===== src/rtl/tga_psd_pkg.sv =====
// ---------------------------------------------------------------------------
// TGA pixel stream decoder package
// Shared constants, phase type, divider interface structs and pixel helpers.
// ---------------------------------------------------------------------------
package tga_psd_pkg;

    // Colormap storage depth and address width.
    localparam int PALETTE_DEPTH = 256;
    localparam int PAL_AW        = $clog2(PALETTE_DEPTH);

    // Width of the row and column counters.
    localparam int COORD_BITS = 16;

    // Column plus run length, and the width of the pixel count.
    localparam int SUM_W   = COORD_BITS + 1;
    localparam int TOTAL_W = 2 * COORD_BITS;

    // Row advance of one run never exceeds 128, so eight quotient bits.
    localparam int QUOT_W = 8;

    // Configuration register indexes.
    localparam logic [2:0] CFG_IMAGE_KIND      = 3'd0;
    localparam logic [2:0] CFG_BYTES_PER_PIXEL = 3'd1;
    localparam logic [2:0] CFG_IMAGE_WIDTH     = 3'd2;
    localparam logic [2:0] CFG_IMAGE_HEIGHT    = 3'd3;
    localparam logic [2:0] CFG_PALETTE_ENTRIES = 3'd4;
    localparam logic [2:0] CFG_IDENT_LENGTH    = 3'd5;

    // Decoder phase.
    typedef enum logic [2:0] {
        PH_IDLE,
        PH_IDENT,
        PH_PALETTE,
        PH_HEADER,
        PH_VALUE,
        PH_DONE
    } phase_t;

    // Request into the row wrap divider.
    typedef struct packed {
        logic                  start;
        logic [SUM_W-1:0]      dividend;
        logic [COORD_BITS-1:0] divisor;
    } div_req_t;

    // Status and result of the row wrap divider.
    typedef struct packed {
        logic                  busy;
        logic                  done;
        logic [QUOT_W-1:0]     quot;
        logic [COORD_BITS-1:0] rem;
    } div_rsp_t;

    // Pixel size with out-of-range codes folded to 1 or 4.
    function automatic logic [2:0] eff_bpp(input logic [2:0] raw);
        logic [2:0] r;
        begin
            if (raw == 3'd0)
            begin
                r = 3'd1;
            end
            else if (raw > 3'd4)
            begin
                r = 3'd4;
            end
            else
            begin
                r = raw;
            end
            return r;
        end
    endfunction

    // Swap the blue and red bytes when the pixel has three or more bytes.
    function automatic logic [31:0] swap_rb(input logic [31:0] v, input logic [2:0] bpp);
        logic [31:0] r;
        begin
            if (bpp < 3'd3)
            begin
                r = v;
            end
            else
            begin
                r = {v[31:24], v[7:0], v[15:8], v[23:16]};
            end
            return r;
        end
    endfunction

endpackage


===== src/rtl/tga_psd_wrap_div.sv =====
// ---------------------------------------------------------------------------
// TGA decoder row wrap divider
// Restoring divider, one quotient bit per cycle, that splits the column
// plus run length into rows advanced and the new column.
// ---------------------------------------------------------------------------
module tga_psd_wrap_div (
    input  logic                 clk,
    input  logic                 rst_n,
    input  tga_psd_pkg::div_req_t req,
    output tga_psd_pkg::div_rsp_t rsp
);

    localparam int TW = tga_psd_pkg::COORD_BITS + tga_psd_pkg::QUOT_W;

    logic                                  busy_reg;
    logic                                  done_reg;
    logic [$clog2(tga_psd_pkg::QUOT_W)-1:0] step_reg;
    logic [tga_psd_pkg::SUM_W-1:0]         rem_reg;
    logic [tga_psd_pkg::QUOT_W-1:0]        quot_reg;
    logic [tga_psd_pkg::COORD_BITS-1:0]    div_reg;

    logic [TW-1:0] trial;
    logic [TW-1:0] rem_ext;
    logic          fits;

    // Shifted divisor for the current quotient bit.
    always_comb
    begin
        trial   = TW'(div_reg) << step_reg;
        rem_ext = TW'(rem_reg);
        fits    = rem_ext >= trial;
    end

    // Control state.
    always_ff @(posedge clk or negedge rst_n)
    begin
        if (!rst_n)
        begin
            busy_reg <= 1'b0;
            done_reg <= 1'b0;
            step_reg <= '0;
        end
        else
        begin
            done_reg <= 1'b0;
            if (req.start)
            begin
                busy_reg <= 1'b1;
                step_reg <= '1;
            end
            else if (busy_reg)
            begin
                if (step_reg == '0)
                begin
                    busy_reg <= 1'b0;
                    done_reg <= 1'b1;
                end
                else
                begin
                    step_reg <= step_reg - 1'b1;
                end
            end
        end
    end

    // Partial remainder and quotient.
    always_ff @(posedge clk)
    begin
        if (req.start)
        begin
            rem_reg  <= req.dividend;
            div_reg  <= req.divisor;
            quot_reg <= '0;
        end
        else if (busy_reg && fits)
        begin
            rem_reg            <= tga_psd_pkg::SUM_W'(rem_ext - trial);
            quot_reg[step_reg] <= 1'b1;
        end
    end

    assign rsp.busy = busy_reg;
    assign rsp.done = done_reg;
    assign rsp.quot = quot_reg;
    assign rsp.rem  = rem_reg[tga_psd_pkg::COORD_BITS-1:0];

endmodule

===== config.mk =====
export PLATFORM = sky130hd
export DESIGN_NAME = tga_psd_wrap_div
export DESIGN_NICKNAME = d
export VERILOG_FILES = /design/src/rtl/tga_psd_pkg.sv /design/src/rtl/tga_psd_wrap_div.sv
export SDC_FILE = /design/constraint.sdc
export NUM_CORES = 1
export LEC_CHECK = 0
export BUFFER_PORTS_ARGS = -buffer_cell sky130_fd_sc_hd__buf_2
export CORE_MARGIN = 1
export CORE_UTILIZATION = 30
export CTS_BUF_LIST = sky130_fd_sc_hd__clkbuf_2 sky130_fd_sc_hd__clkbuf_4 sky130_fd_sc_hd__clkbuf_8
export DETAILED_ROUTE_END_ITERATION = 8
export GPL_TIMING_DRIVEN = 0
export SYNTH_ARGS = -nofsm -noshare
export SYNTH_HDL_FRONTEND = slang
export SYNTH_SLANG_ARGS = --single-unit
export TNS_END_PERCENT = 30

===== constraint.sdc =====
create_clock -name clk -period 11.15 [get_ports clk]
set_clock_uncertainty 0.15 [all_clocks]
set_input_delay 1.6725 -clock clk [delete_from_list [all_inputs] [get_ports clk]]
set_output_delay 1.6725 -clock clk [all_outputs]
set_load 0.03 [all_outputs]

==> results of run 1 <==
==> through the flow <==
step           hold WS, ps  utilization, %
5_1_grt              339.0           36.40
3_5_place_dp         297.9           35.55
3_3_place_gp         297.2           35.55
6_report             320.7           36.40
2_1_floorplan        407.1               -
4_1_cts              328.8           36.40
==> worst max-delay path, stage by stage, from the launching register on <==
cell and delay, ps:
dfrtp_1 360, buf_6 140, clkbuf_1 420, mux2_2 420, nor2_1 90, a21oi_1 80
mux2i_1 270, ha_1 320, a21oi_1 420, o21ai_0 180, a31oi_1 280, o221ai_1 220
nand2_2 190, nand2_1 490
==> kinds of logic (layout without fill, tap and decap cells) <==
logic type | count (synthesis) | in the layout | share of synthesized area, %
and+or+nand+nor | 87 | 87 | 13.09
DFF | 46 | 46 | 39.75
xor gates and xnor gates | 8 | 8 | 2.182
AOI/OAI and AO/OA | 88 | 88 | 18.28
muxes | 32 | 32 | 11.38
buffers and inverters | 42 | 111 | 7.287
adders and majority gates | 20 | 20 | 8.028
==> power breakdown <==
part	leakage [uW]	switching [uW]	internal, uW	total [uW]
logic	0.00115	179	128	307
registers	0.000442	13.4	211	224
clock network	0.0000484	62.8	44.4	107
==> path summary, 6_finish.rpt <==
check                       startpoint  depth (start not counted)  slack, ps     endpoint
max in group asynchronous        rst_n                          1       9700  step_reg[2]
max reg2reg                step_reg[0]                         13       6680   rem_reg[6]
min                        quot_reg[1]                          1        320  quot_reg[1]
min in group asynchronous        rst_n                          1       1010     done_reg
max                        step_reg[0]                         13       6680   rem_reg[6]
min reg2reg                quot_reg[1]                          1        320  quot_reg[1]
==> layout by cell type (no fill, tap or decap), types with 3 or more instances in the layout <==
| cell type | instances |
|---|---|
| o21ai_1 | 5 |
| nand2b_1 | 5 |
| clkbuf_1 | 7 |
| xor2_1 | 3 |
| o31ai_1 | 5 |
| dfrtp_1 | 5 |
| a211oi_1 | 4 |
| nand4_1 | 4 |
| a21oi_1 | 21 |
| o211ai_1 | 3 |
| o21a_1 | 4 |
| edfxtp_1 | 33 |
| mux2i_1 | 26 |
| ha_1 | 19 |
| buf_1 | 5 |
| and2_1 | 3 |
| o21ai_0 | 16 |
| nor2_1 | 15 |
| mux2_2 | 3 |
| inv_1 | 9 |
| o31a_1 | 4 |
| nor3_1 | 6 |
| o2bb2ai_1 | 8 |
| nor2b_1 | 6 |
| nand3_1 | 5 |
| buf_4 | 18 |
| xnor2_1 | 5 |
| dfxtp_1 | 8 |
| clkbuf_8 | 5 |
| buf_2 | 62 |
| a21o_1 | 3 |
| nand2_1 | 33 |
==> cell usage after synthesis, types with 7 or more instances <==
cell type	number	area (um2)
a21oi_1	21	105.1
buf_4	18	135.1
clkbuf_1	7	26.28
dfxtp_1	8	160.2
edfxtp_1	33	991.0
ha_1	19	237.7
inv_1	9	33.78
mux2i_1	26	260.3
nand2_1	33	123.9
nor2_1	15	56.30
o21ai_0	16	80.08
o2bb2ai_1	8	70.07
==> area by class of cell <==
| cell class | instances | area [um2] | area share (%) |
|---|---|---|---|
| Buffer | 32 | 196.4 | 5.204 |
| Clock buffer | 5 | 68.82 | 1.823 |
| Clock inverter | 3 | 20.02 | 0.5303 |
| Inverter | 10 | 37.54 | 0.9944 |
| Multi-Input combinational cell | 235 | 1700 | 45.04 |
| Sequential cell | 46 | 1276 | 33.81 |
| Tap cell | 136 | 170.2 | 4.508 |
| Timing Repair Buffer | 61 | 305.3 | 8.088 |
==> metal layers <==
metal  vias up  track usage (%)  routed length [um]
li1       1329                -                   -
met1      1186            19.04                3754
met2        79            24.15                3590
met3         5            3.154                 381
met4         0            2.414                  34
met5         -                0                   0
==> impl_summary.log, run 1 <==
INFO  metric tritoncts = done
INFO  metric hold_buffers = 0
INFO  metric die_outline_area = 11120 um2
INFO  metric postSynth.asyncResetShare = 10.87%
INFO  metric crit_type = reg2reg
INFO  metric placement.io_buffers = 61
INFO  metric layout.cell_area.non_filler = 3775 um2
INFO  metric synth.net_count = 379
INFO  metric max_cap_violations = 0
INFO  metric setup_viol_count_final = 0
INFO  metric ys_ff_latch = 46
INFO  metric synth_edf_count = 33
INFO  metric worst-path-max-fanout = 17
INFO  metric die_w = 105.5 um
INFO  metric drt-initial-drc-count = 114
INFO  metric global_placer_s_final_weighted_congestion = 0.8336
INFO  metric first_pass_grt_wire_length = 12.60 mm
INFO  metric number_of_cells_in_the_finished_layout_apart_from_fillers = 528
INFO  metric placeableCoreArea = 10370 um2
INFO  metric clock_tree.buffer_depth = 2
INFO  metric cts.reportedPaths.clkPinSlew = 100 ps
INFO  metric ys.flop_type = edfxtp_1
INFO  metric timing.slew.headroom = 47.42%
INFO  metric vdd.ir_drop.worst = 0.06662 mV
INFO  metric clock_tree.root_cell = clkbuf_8
INFO  metric globalRouteTotalUtil = 14.35%
INFO  metric period_share = 40.13%
INFO  metric syn-mean-instance-area = 9.940 um2
INFO  metric post-layout-total-power = 638.3 uW
INFO  metric synthToLayoutAreaGrowth = 17.58%
INFO  metric floorplan.rows = 37
INFO  metric routed-via-count = 2599
INFO  metric initial_core_util = 30.96%
INFO  metric layout_net_count = 447
INFO  metric route.detailed.vias_per_inst = 4.922
INFO  metric crit_path_start_kind = register
INFO  metric finalHoldViolCount = 0
INFO  metric placement.cell_area = 3686 um2
INFO  metric critical_path_required = 10870 ps
INFO  metric htree_num_levels = 2
INFO  metric synth_area = 3211 um2
INFO  metric synthCells = 323
INFO  metric routed_wirelength = 7.761 mm
INFO  metric antenna_found_initial = 0
INFO  metric routed_wire_length_per_instance = 14.70 um
INFO  metric place_hpwl = 6.086 mm
INFO  metric setup_tns = 0 ps
INFO  metric number_of_flip_flops_under_the_largest_register_name = 17
INFO  metric holdCritPathClass = reg2reg
INFO  metric postCtsResizedCells = 0
INFO  metric diodes = 0
INFO  metric grt_pass1_vias = 2542
INFO  metric cts-buffers-inserted = 5
INFO  metric overflow = 0
INFO  metric drcViolationCount = 0
INFO  metric leakagePower = 0.001645 uW
INFO  metric number_of_distinct_standard_cells_referenced_by_the_synthesized_netlist = 58
INFO  metric worst-slew-pin-transition = 786.8 ps
INFO  metric timing.final.crit_period = 4474 ps
INFO  metric fmax = 0.2235 GHz
INFO  metric synth_sequential_area_ratio = 39.75%
INFO  metric final.fill_count = 1095
INFO  metric critical_path.endpoint_type = register
INFO  metric dp_worst_slack = 6648 ps
INFO  metric crit_arrival = 4200 ps
INFO  metric placed_cells = 520
INFO  metric grt_setup_unrepaired = no
INFO  metric timing.final.max_slew_violations = 0
INFO  metric insertion_delay = 310 ps
INFO  metric post-cts-setup-buffer-count = 0
INFO  metric layout-drive-gt1-share = 25.26%
INFO  metric pre_repair_dr_iteration_count = 4
INFO  metric status = complete, no violations
INFO  metric grt_max_degree = 18
INFO  metric ant_nets = 0
INFO  metric yosysWarningCount = 0
INFO  metric num_ports = 62
INFO  metric setup_slack = 6676 ps
INFO  metric cts.sinks = 46
INFO  metric powerDensity = 169.1 nW/um2
INFO  metric floorplan.die.height = 105.5 um
(Power assumes the default switching activity.)
==> run 2: changes to the inputs <==
- clock period: 11.15 -> 4.51 ns (I/O delays scaled with it)
==> run 2 against run 1 <==
  * Count of clock-buffer cells in the layout did not move
  * Via count decreased by 0.50%
  * Cell count unchanged
  * Die area did not move
  * Non-clock buffer count is the same
  * Sequential share of layout area is essentially flat
  * Maximum frequency is 5.9% higher
  * Critical path type unchanged
==> impl_summary.log, run 2 (synthesis gave the netlist of run 1 again) <==
INFO  metric grt_setup_unrepaired = no
INFO  metric grt_max_degree = 18
INFO  metric place_hpwl = 6.086 mm
INFO  metric die_w = 105.5 um
INFO  metric number_of_flip_flops_under_the_largest_register_name = 17
INFO  metric drcViolationCount = 0
INFO  metric setup_viol_count_final = 0
INFO  metric finalHoldWorstSlack = 17.04 ps
INFO  metric ant_nets = 0
INFO  metric timing.slew.headroom = 60.26%
INFO  metric vdd.ir_drop.worst = 0.1648 mV
INFO  metric pre_repair_dr_iteration_count = 4
INFO  metric layout-drive-gt1-share = 25.51%
INFO  metric routed_wirelength = 7.768 mm
INFO  metric clock_tree.buffer_depth = 2
INFO  metric crit_path_start_kind = register
INFO  metric global_placer_s_final_weighted_congestion = 0.8336
INFO  metric setup_slack = 286.9 ps
INFO  metric num_ports = 62
INFO  metric cts.reportedPaths.clkPinSlew = 90 ps
INFO  metric cts.sinks = 46
INFO  metric die_outline_area = 11120 um2
INFO  metric timing.final.max_slew_violations = 0
INFO  metric period_share = 93.64%
INFO  metric max_cap_violations = 0
INFO  metric clock_tree.root_cell = clkbuf_8
INFO  metric drt-initial-drc-count = 127
INFO  metric timing.final.crit_period = 4223 ps
INFO  metric layout_common_cells = buf_2 (62), edfxtp_1 (33), nand2_1 (32)
INFO  metric critical_path_required = 4320 ps
INFO  metric finalHoldViolCount = 0
INFO  metric worst-path-max-fanout = 17
INFO  metric powerDensity = 417.7 nW/um2
INFO  metric placement.io_buffers = 61
INFO  metric leakagePower = 0.001645 uW
INFO  metric crit_arrival = 4030 ps
INFO  metric hold_buffers = 0
INFO  metric route.detailed.vias_per_inst = 4.898
INFO  metric cts-buffers-inserted = 5
INFO  metric diodes = 0
INFO  metric insertion_delay = 310 ps
INFO  metric status = complete, no violations
INFO  metric synthToLayoutAreaGrowth = 17.65%
INFO  metric tritoncts = done
INFO  metric placeableCoreArea = 10370 um2
INFO  metric layout_commonest_cell = buf_2
INFO  metric floorplan.rows = 37
INFO  metric setup_tns = 0 ps
INFO  metric grt_pass1_vias = 2549
INFO  metric floorplan.die.height = 105.5 um
INFO  metric critical_path.endpoint_type = register
INFO  metric htree_num_levels = 2
INFO  metric finish.utilization = 36.43%
INFO  metric first_pass_grt_wire_length = 12.66 mm
INFO  metric crit_type = reg2reg
INFO  metric layout_net_count = 447
INFO  metric routed_wire_length_per_instance = 14.71 um
INFO  metric initial_core_util = 30.96%
INFO  metric holdCritPathClass = in2async
INFO  metric routed-via-count = 2586
INFO  metric worst-slew-pin-transition = 596.1 ps
INFO  metric overflow = 0
INFO  metric dp_worst_slack = 45.71 ps
INFO  metric antenna_found_initial = 0
INFO  metric fmax = 0.2368 GHz
INFO  metric globalRouteTotalUtil = 14.43%
run 2: layer usage:
layer / share of wire [%] / global-route usage (%)
met1: 48 / 19.04
met2: 46 / 24.44
met3: 4.6 / 3.154
met4: 0.44 / 2.414
met5: 0 / 0
run 2: power breakdown:
group / switching [uW] / leakage [uW] / total, uW / internal (uW)
combinational: 443 / 0.00115 / 759 / 316
sequential: 33.1 / 0.000442 / 555 / 522
clock: 154 / 0.0000484 / 264 / 110
total: 630 / 0.00165 / 1580 / 948
run 2: area by class of cell:
class                           count  area, um2
Clock inverter                      3      20.02
Multi-Input combinational cell    235       1703
Inverter                           10      37.54
Sequential cell                    46       1276
Timing Repair Buffer               61      305.3
Tap cell                          136      170.2
Clock buffer                        5      68.82
Fill cell                        1096       6593
Buffer                             32      196.4
run 2: critical path: stages, from the launching register on:
cell,delay [ps]
dfrtp_1,360
buf_6,140
clkbuf_1,420
mux2_2,420
nor2_1,90
a21oi_1,80
mux2i_1,270
ha_1,320
a21oi_1,420
o21ai_0,180
a31oi_1,280
o221ai_1,230
nand2_2,200
nand2_2,300
run 2: final timing paths:
kind                                to  slack [ps]  cells after the start   startpoint
min                           done_reg          20                      1        rst_n
max in group asynchronous  step_reg[2]        4060                      1        rst_n
max reg2reg                 rem_reg[6]         290                     13  step_reg[0]
max                         rem_reg[6]         290                     13  step_reg[0]
min in group clk           quot_reg[1]         320                      1  quot_reg[1]
min reg2reg                quot_reg[1]         320                      1  quot_reg[1]
run 2: through the flow:
step / total power (uW) / area [um2] / cells
after CTS: 1587 / 3777 / 528
after floorplan: 1148 / 3211 / 323
final: 1578 / 3777 / 528
after global placement: 1305 / 3686 / 520
after detailed placement: 1318 / 3686 / 520
after global routing: 1696 / 3777 / 528
run 2: timing repair:
item | 4_1_cts | 5_1_grt
gates resized for setup | 1 | 0
endpoints found under the setup margin | 7 | 0
setup buffers | 0 | 0
